$ cat src/dblc_pkg.sv
// shared types and constants of the double buffered line collector
package dblc_pkg;

  localparam int unsigned LINE_LEN_DEF = 32;
  localparam int unsigned QUEUE_DEPTH  = 2;

  localparam logic [7:0] CHAR_LF = 8'h0a;
  localparam logic [7:0] CHAR_CR = 8'h0d;

  localparam logic [1:0] STATUS_CHAR  = 2'd0;
  localparam logic [1:0] STATUS_NONE  = 2'd1;
  localparam logic [1:0] STATUS_EMPTY = 2'd2;

  typedef enum logic [1:0] {
    KIND_CHAR  = 2'd0,
    KIND_EOL   = 2'd1,
    KIND_FETCH = 2'd2
  } kind_e;

  typedef struct packed {
    kind_e      kind;
    logic [7:0] data;
  } word_t;

  typedef struct packed {
    logic  valid;
    word_t word;
  } queue_head_t;

endpackage

$ cat src/dblc_front.sv
// front end: takes commands and sorts them into characters, line ends and fetches
module dblc_front (
  input  logic             start_i,
  input  logic             mode_i,
  input  logic [7:0]       rx_byte_i,
  input  logic             full_i,
  output logic             busy_o,
  output logic             push_o,
  output dblc_pkg::word_t  word_o
);

  assign busy_o = full_i;
  assign push_o = start_i & ~full_i;

  always_comb begin
    word_o.data = rx_byte_i;
    if (mode_i) begin
      word_o.kind = dblc_pkg::KIND_FETCH;
    end else if (rx_byte_i == dblc_pkg::CHAR_LF || rx_byte_i == dblc_pkg::CHAR_CR) begin
      word_o.kind = dblc_pkg::KIND_EOL;
    end else begin
      word_o.kind = dblc_pkg::KIND_CHAR;
    end
  end

endmodule

$ cat src/dblc_queue.sv
// two entry queue between front end and back end
module dblc_queue (
  input  logic                   clk_i,
  input  logic                   rst_ni,
  input  logic                   push_i,
  input  dblc_pkg::word_t        word_i,
  input  logic                   pop_i,
  output logic                   full_o,
  output dblc_pkg::queue_head_t  head_o
);

  localparam int unsigned PW = $clog2(dblc_pkg::QUEUE_DEPTH);
  localparam int unsigned CW = $clog2(dblc_pkg::QUEUE_DEPTH + 1);

  dblc_pkg::word_t entry_q [dblc_pkg::QUEUE_DEPTH];
  logic [PW-1:0]   wr_ptr_q, wr_ptr_d;
  logic [PW-1:0]   rd_ptr_q, rd_ptr_d;
  logic [CW-1:0]   count_q, count_d;
  logic            do_push, do_pop;

  assign full_o      = (count_q == CW'(dblc_pkg::QUEUE_DEPTH));
  assign head_o.valid = (count_q != '0);
  assign head_o.word  = entry_q[rd_ptr_q];

  assign do_push = push_i & ~full_o;
  assign do_pop  = pop_i & head_o.valid;

  always_comb begin
    wr_ptr_d = wr_ptr_q;
    rd_ptr_d = rd_ptr_q;
    count_d  = count_q;
    if (do_push) begin
      wr_ptr_d = (wr_ptr_q == PW'(dblc_pkg::QUEUE_DEPTH - 1)) ? '0 : wr_ptr_q + 1'b1;
    end
    if (do_pop) begin
      rd_ptr_d = (rd_ptr_q == PW'(dblc_pkg::QUEUE_DEPTH - 1)) ? '0 : rd_ptr_q + 1'b1;
    end
    if (do_push && !do_pop) begin
      count_d = count_q + 1'b1;
    end else if (do_pop && !do_push) begin
      count_d = count_q - 1'b1;
    end
  end

  always_ff @(posedge clk_i or negedge rst_ni) begin
    if (!rst_ni) begin
      wr_ptr_q <= '0;
      rd_ptr_q <= '0;
      count_q  <= '0;
    end else begin
      wr_ptr_q <= wr_ptr_d;
      rd_ptr_q <= rd_ptr_d;
      count_q  <= count_d;
    end
  end

  always_ff @(posedge clk_i) begin
    if (do_push) begin
      entry_q[wr_ptr_q] <= word_i;
    end
  end

endmodule

$ cat src/dblc_back.sv
// back end: line buffers, ready line tracking and fetch sequencer
module dblc_back #(
  parameter int unsigned LINE_LEN = dblc_pkg::LINE_LEN_DEF
) (
  input  logic                   clk_i,
  input  logic                   rst_ni,
  input  dblc_pkg::queue_head_t  head_i,
  output logic                   pop_o,
  output logic                   strobe_o,
  output logic [1:0]             status_o,
  output logic [7:0]             char_out_o,
  output logic                   last_o
);

  localparam int unsigned IW = $clog2(LINE_LEN + 1);
  localparam int unsigned AW = (2 * LINE_LEN > 1) ? $clog2(2 * LINE_LEN) : 1;

  typedef enum logic [3:0] {
    ST_IDLE   = 4'b0001,
    ST_READ   = 4'b0010,
    ST_STREAM = 4'b0100,
    ST_TAIL   = 4'b1000
  } state_e;

  state_e        state_q, state_d;
  logic          fill_buf_q, fill_buf_d;
  logic [IW-1:0] fill_cnt_q, fill_cnt_d;
  logic          rdy_q, rdy_d;
  logic [IW-1:0] rdy_len_q, rdy_len_d;
  logic [IW-1:0] idx_q, idx_d;
  logic [7:0]    hold_q, hold_d;
  logic          strobe_q, strobe_d;
  logic [1:0]    status_q, status_d;
  logic [7:0]    char_q, char_d;
  logic          last_q, last_d;

  logic [7:0]    mem [2 * LINE_LEN];
  logic [7:0]    rdata_q;
  logic          we, re;
  logic [IW-1:0] wr_idx, rd_idx, idx_inc;
  logic [AW-1:0] waddr, raddr;
  logic          fill_full;

  assign fill_full = (fill_cnt_q >= IW'(LINE_LEN));
  assign wr_idx    = fill_full ? '0 : fill_cnt_q;
  assign idx_inc   = idx_q + 1'b1;
  assign rd_idx    = (state_q == ST_IDLE) ? '0 : idx_inc;
  assign re        = (rd_idx < IW'(LINE_LEN));
  assign waddr     = (fill_buf_q ? AW'(LINE_LEN) : '0) + AW'(wr_idx);
  assign raddr     = (fill_buf_q ? '0 : AW'(LINE_LEN)) + AW'(rd_idx);

  always_comb begin
    state_d    = state_q;
    fill_buf_d = fill_buf_q;
    fill_cnt_d = fill_cnt_q;
    rdy_d      = rdy_q;
    rdy_len_d  = rdy_len_q;
    idx_d      = idx_q;
    hold_d     = hold_q;
    strobe_d   = 1'b0;
    status_d   = dblc_pkg::STATUS_CHAR;
    char_d     = '0;
    last_d     = 1'b0;
    pop_o      = 1'b0;
    we         = 1'b0;
    unique case (state_q)
      ST_IDLE: begin
        if (head_i.valid) begin
          pop_o = 1'b1;
          case (head_i.word.kind)
            dblc_pkg::KIND_CHAR: begin
              we         = 1'b1;
              fill_cnt_d = wr_idx + 1'b1;
            end
            dblc_pkg::KIND_EOL: begin
              if (fill_cnt_q != '0) begin
                if (!rdy_q) begin
                  rdy_d      = 1'b1;
                  rdy_len_d  = fill_cnt_q;
                  fill_buf_d = ~fill_buf_q;
                end
                fill_cnt_d = '0;
              end
            end
            dblc_pkg::KIND_FETCH: begin
              if (!rdy_q) begin
                strobe_d = 1'b1;
                status_d = dblc_pkg::STATUS_NONE;
                last_d   = 1'b1;
              end else begin
                idx_d   = '0;
                state_d = ST_READ;
              end
            end
            default: ;
          endcase
        end
      end
      ST_READ: begin
        if (rdata_q == 8'h00) begin
          strobe_d  = 1'b1;
          status_d  = dblc_pkg::STATUS_EMPTY;
          last_d    = 1'b1;
          rdy_d     = 1'b0;
          rdy_len_d = '0;
          state_d   = ST_IDLE;
        end else begin
          hold_d = rdata_q;
          if (idx_inc == rdy_len_q) begin
            state_d = ST_TAIL;
          end else begin
            idx_d   = idx_inc;
            state_d = ST_STREAM;
          end
        end
      end
      ST_STREAM: begin
        strobe_d = 1'b1;
        char_d   = hold_q;
        if (rdata_q == 8'h00) begin
          last_d    = 1'b1;
          rdy_d     = 1'b0;
          rdy_len_d = '0;
          state_d   = ST_IDLE;
        end else begin
          hold_d = rdata_q;
          if (idx_inc == rdy_len_q) begin
            state_d = ST_TAIL;
          end else begin
            idx_d = idx_inc;
          end
        end
      end
      ST_TAIL: begin
        strobe_d  = 1'b1;
        char_d    = hold_q;
        last_d    = 1'b1;
        rdy_d     = 1'b0;
        rdy_len_d = '0;
        state_d   = ST_IDLE;
      end
      default: begin
        state_d = ST_IDLE;
      end
    endcase
  end

  always_ff @(posedge clk_i or negedge rst_ni) begin
    if (!rst_ni) begin
      state_q    <= ST_IDLE;
      fill_buf_q <= 1'b0;
      fill_cnt_q <= '0;
      rdy_q      <= 1'b0;
      rdy_len_q  <= '0;
      idx_q      <= '0;
      strobe_q   <= 1'b0;
    end else begin
      state_q    <= state_d;
      fill_buf_q <= fill_buf_d;
      fill_cnt_q <= fill_cnt_d;
      rdy_q      <= rdy_d;
      rdy_len_q  <= rdy_len_d;
      idx_q      <= idx_d;
      strobe_q   <= strobe_d;
    end
  end

  always_ff @(posedge clk_i) begin
    hold_q   <= hold_d;
    status_q <= status_d;
    char_q   <= char_d;
    last_q   <= last_d;
  end

  // line buffer memory, both halves
  always_ff @(posedge clk_i) begin
    if (we) begin
      mem[waddr] <= head_i.word.data;
    end
    if (re) begin
      rdata_q <= mem[raddr];
    end
  end

  assign strobe_o   = strobe_q;
  assign status_o   = status_q;
  assign char_out_o = char_q;
  assign last_o     = last_q;

endmodule

$ cat src/double_buffered_line_collector.sv
// top level of the double buffered line collector
//
// Command channel: a word is taken when start is high and busy is low.
// mode_i low hands over a received byte in rx_byte_i; CR or LF ends a
// non-empty line, which becomes the ready line if none is waiting and is
// dropped otherwise. mode_i high fetches the ready line.
// Result channel: strobe_o marks each result for one cycle; status_o,
// char_out_o and last_o are valid with it. The receiver cannot stall.
// A fetch emits the line one character a cycle, last_o on the final one,
// or a single word with status no-line or empty-line.
// Order: a taken command is written into the queue, and the back end
// pops it from the queue head while idle. A fetch with no ready line
// gives its no-line result straight from the popped command; otherwise
// the back end reads the first byte of the line in ST_READ, which gives
// the empty-line result if that byte is zero, and then emits one
// character every cycle in ST_STREAM and ST_TAIL. Commands wait in a
// two word queue while a fetch runs; busy is high while it is full.
// Reset clears the queue, the ready line and the fill count; the line
// buffer contents are left as they are.
module double_buffered_line_collector #(
  parameter int unsigned LINE_LEN = dblc_pkg::LINE_LEN_DEF
) (
  input  logic       clk_i,
  input  logic       rst_ni,
  input  logic       start,
  output logic       busy,
  input  logic       mode_i,
  input  logic [7:0] rx_byte_i,
  output logic       strobe_o,
  output logic [1:0] status_o,
  output logic [7:0] char_out_o,
  output logic       last_o
);

  logic                  full, push, pop;
  dblc_pkg::word_t       word;
  dblc_pkg::queue_head_t head;

  dblc_front u_front (
    .start_i   (start),
    .mode_i    (mode_i),
    .rx_byte_i (rx_byte_i),
    .full_i    (full),
    .busy_o    (busy),
    .push_o    (push),
    .word_o    (word)
  );

  dblc_queue u_queue (
    .clk_i  (clk_i),
    .rst_ni (rst_ni),
    .push_i (push),
    .word_i (word),
    .pop_i  (pop),
    .full_o (full),
    .head_o (head)
  );

  dblc_back #(
    .LINE_LEN (LINE_LEN)
  ) u_back (
    .clk_i      (clk_i),
    .rst_ni     (rst_ni),
    .head_i     (head),
    .pop_o      (pop),
    .strobe_o   (strobe_o),
    .status_o   (status_o),
    .char_out_o (char_out_o),
    .last_o     (last_o)
  );

endmodule

$ cat config.mk
export PLATFORM = sky130hd
export DESIGN_NAME = double_buffered_line_collector
export DESIGN_NICKNAME = d
export VERILOG_FILES = /design/src/dblc_pkg.sv /design/src/dblc_front.sv /design/src/dblc_queue.sv /design/src/dblc_back.sv /design/src/double_buffered_line_collector.sv
export SDC_FILE = /design/constraint.sdc
export NUM_CORES = 1
export LEC_CHECK = 0
export BUFFER_PORTS_ARGS = -buffer_cell sky130_fd_sc_hd__buf_2
export CAP_MARGIN = 20
export CORE_ASPECT_RATIO = 2
export CORE_MARGIN = 2
export CORE_UTILIZATION = 50
export CTS_CLUSTER_DIAMETER = 100
export DETAILED_ROUTE_END_ITERATION = 10
export PLACE_DENSITY = 0.65
export SLEW_MARGIN = 20
export SYNTH_ARGS = -nofsm -noshare
export SYNTH_HDL_FRONTEND = slang
export SYNTH_SLANG_ARGS = --single-unit
$ cat constraint.sdc
create_clock -name clk_i -period 3.98 [get_ports clk_i]
set_clock_uncertainty 0.2 [all_clocks]
set_input_delay 0.398 -clock clk_i [delete_from_list [all_inputs] [get_ports clk_i]]
set_output_delay 0.398 -clock clk_i [all_outputs]
set_load 0.05 [all_outputs]
==> impl_metrics.py <==
metrics = {
    "min_path": {
        "hold_class": "primary input to asynchronous set/reset pin",
    },
    "logic_synthesis": {
        "netlist_area_um2": 24100,
        "synthCells": 1585,
        "async_flop_share": 0.0493,
        "ys.flop_type": "edfxtp_1",
        "yosys_warnings": 0,
        "synth_area_per_cell_um2": 15.2,
        "syn-num-nets": 1600,
        "yosysTopAreaCell": "edfxtp_1",
        "synth.distinct_cells": 79,
        "synth_top_area_frac": 0.684,
        "synth_edf_count": 548,
        "synth_seq_cells": 588,
        "seq_area_frac_synth": 0.723,
        "synth.area.top_cells": "edfxtp_1 (68%), mux2i_1 (3.3%), dfrtp_1 (2.9%), mux4_2 (2.2%), nand2_1 (1.9%)",
    },
    "timing": {
        "finalSetupViolCount": 0,
        "slew_headroom": 0.271,
        "tightest_slew_ns": 1.09,
        "setup_slack_ns": 0.250,
        "period_minus_slack_ns": 3.73,
        "final.setup.tns_ns": 0,
        "finalCritPeriodShare": 0.937,
        "hold_viol_final": 0,
        "maxSlewViolCount": 0,
        "grt_setup_unrepaired": "no",
        "max_freq_mhz": 268,
        "whs_ns": 0.178,
    },
    "power": {
        "power-per-cell-area_nw_per_um2": 643,
        "power.share.sequential": 0.455,
        "power_mw": 17.6,
        "pwr-share-clk": 0.280,
        "p_int_mw": 11.9,
        "p_leak_nw": 8.93,
        "p_sw_mw": 5.74,
        "switching_share": 0.326,
        "vdd_drop_max_mv": 0.526,
        "combPwrFrac": 0.264,
    },
    "die": {
        "core_region_area_um2": 47500,
        "fp.dieW_um": 159,
        "row_count": 113,
        "die_h_um": 314,
        "dieArea_um2": 50000,
        "start_util": 0.507,
        "io_pins": 25,
    },
    "global_route": {
        "grt_usage": 0.267,
        "grt_pass1_wl_um": 96900,
        "antenna_found_initial": 0,
        "grt_max_degree": 66,
        "grt_pass1_vias": 14500,
        "overflow": 0,
    },
    "setup_path": {
        "worstPathMaxFanout": 62,
        "cp-end-kind": "flip-flop",
        "cp.arrival_ns": 3.84,
        "crit_type": "flip-flop to flip-flop",
        "critical_path_required_ns": 4.09,
        "start_kind": "flip-flop",
    },
    "placed_design": {
        "preCtsSetupSlack_ns": 0.338,
        "dp_hpwl_um": 44600,
        "io_buffers": 24,
        "gp_congestion": 1.01,
    },
    "route": {
        "drtAntennaViolNets": 0,
        "routedWlPerCell_um": 28.0,
        "drt_wl_total_um": 66300,
        "firstDrtPassIters": 6,
        "routed-via-count": 14500,
        "drt_iter0_drc": 1462,
        "drc": 0,
        "vias_per_cell": 6.13,
    },
    "flow_run": {
        "cap_violations": 0,
    },
    "final_layout": {
        "drive_gt1_frac": 0.190,
        "layout_common_cells": "edfxtp_1 (548), nand2_1 (119), buf_4 (118)",
        "fill_cells": 3694,
        "syn2layout_area_growth_pct": 13.6,
        "diodes": 0,
        "nNetsFinal": 1716,
        "layout_commonest_cell": "edfxtp_1",
    },
    "run_status": {
        "status": "finished clean",
    },
    "clocking": {
        "clk_latency_ns": 0.61,
        "path_clk_slew_ns": 0.07,
        "ctsResizeCount": 0,
        "cts_tree": "done",
        "clockRootBuffer": "clkbuf_16",
        "htreeDepth": 2,
        "cts_buffers": 49,
        "cts_num_sinks": 588,
        "clockBufferDepth": 3,
    },
}
registers in the layout (all words and copies together) (netlist names), 2 cells and up:
signal	flops
u_back.state_q	4
u_back.fill_cnt_q	6
u_back.hold_q	8
u_back.rdy_len_q	6
u_back.mem	512
u_queue.entry_q	20
u_back.status_o	2
u_back.idx_q	6
u_queue.count_q	2
u_back.char_out_o	8
u_back.rdata_q	8
power by group through the flow:
stage,clock network (mW),registers [mW],logic (mW)
after floorplan,0,8.00,2.78
after global routing,5.22,8.04,4.90
after global placement,0,8.12,4.54
after CTS,5.00,8.00,4.62
final,4.93,8.01,4.65
after detailed placement,0,8.14,4.60
critical path, stage by stage, from the launching register on:
cell	delay, ns
dfrtp_1	0.57
or4b_4	0.23
buf_4	0.57
and4_1	0.66
buf_4	0.28
nor2_1	0.07
a22o_1	0.26
a2111oi_2	0.46
o32ai_1	0.13
cell usage after synthesis, types with 4 or more instances:
library cell and count:
a2111oi_2 6, a211o_1 9, a211oi_1 34, a21bo_2 6, a21oi_1 77, a22o_1 7
a22oi_1 7, a311oi_1 12, a31oi_1 21, and2_1 16, and3_1 13, buf_1 11
buf_2 35, buf_6 7, clkbuf_1 40, dfrtp_1 28, dfxtp_1 11, edfxtp_1 548
inv_1 17, mux2_2 32, mux2i_1 79, mux4_2 24, nand2_1 119, nand3_1 55
nand4_1 9, nor2_1 105, nor2b_1 19, nor3_1 8, nor4_1 5, o211ai_1 7
o21ai_0 80, o221a_2 6, o22ai_1 27, o311ai_0 6, o31ai_1 4, o32ai_1 7
o41ai_1 6, or4_1 4, xnor2_1 12, xor2_1 6
worst paths after layout:
check,start,endpoint,slack [ns],cells past startpoint
setup reg to reg,u_back.state_q[3],u_back.rdata_q[4],0.25,8
setup / recovery,u_back.state_q[3],u_back.rdata_q[4],0.25,8
hold / removal,rst_ni,u_queue.wr_ptr_q,0.18,2
hold reg to reg,u_back.hold_q[2],u_back.char_out_o[2],0.24,1
min in group clk_i,u_back.hold_q[2],u_back.char_out_o[2],0.24,1
max in group asynchronous,rst_ni,u_back.idx_q[0],2.88,2
timing repair:
| item | 4_1_cts | 5_1_grt |
|---|---|---|
| hold buffers | 11 | 0 |
| endpoints found under the hold margin | 49 | 0 |
| buffers inserted | 0 | 0 |
cells by family (layout without fill, tap and decap cells):
group                      after synthesis  count (layout)  synth area share
and+or+nand+nor                        384             384            0.0783
muxes                                  135             135            0.0703
adders and majority gates                3               3           0.00156
DFF                                    588             588             0.723
xor gates and xnor gates                22              22            0.0100
buffers and inverters                  112             266            0.0218
AOI/OAI and AO/OA                      341             341            0.0953
per-stage QoR:
step,cell area (µm²),util,instances
6_report,27300,0.576,2371
5_1_grt,27300,0.576,2371
3_3_place_gp,25600,0.539,2271
4_1_cts,27300,0.576,2371
3_5_place_dp,25600,0.539,2271
2_1_floorplan,24100,-,1585
routing by layer:
layer,vias up,wire length (µm),track usage
met5,-,0,0
met4,0,4440,0.157
met3,189,4050,0.0343
met2,609,35200,0.490
met1,7337,22700,0.296
li1,6399,-,-
area by class of cell:
cell class	instances	area [µm²]	share of cell area
clock inverters	34	384	0.0140
multi-input cells	885	6190	0.226
flip-flops and latches	588	17400	0.637
repair buffers	160	1260	0.0459
inverters	17	63.8	0.00233
clock buffers	55	1260	0.0460
well taps	632	791	0.0289
Power figures use the tool's default switching activity.
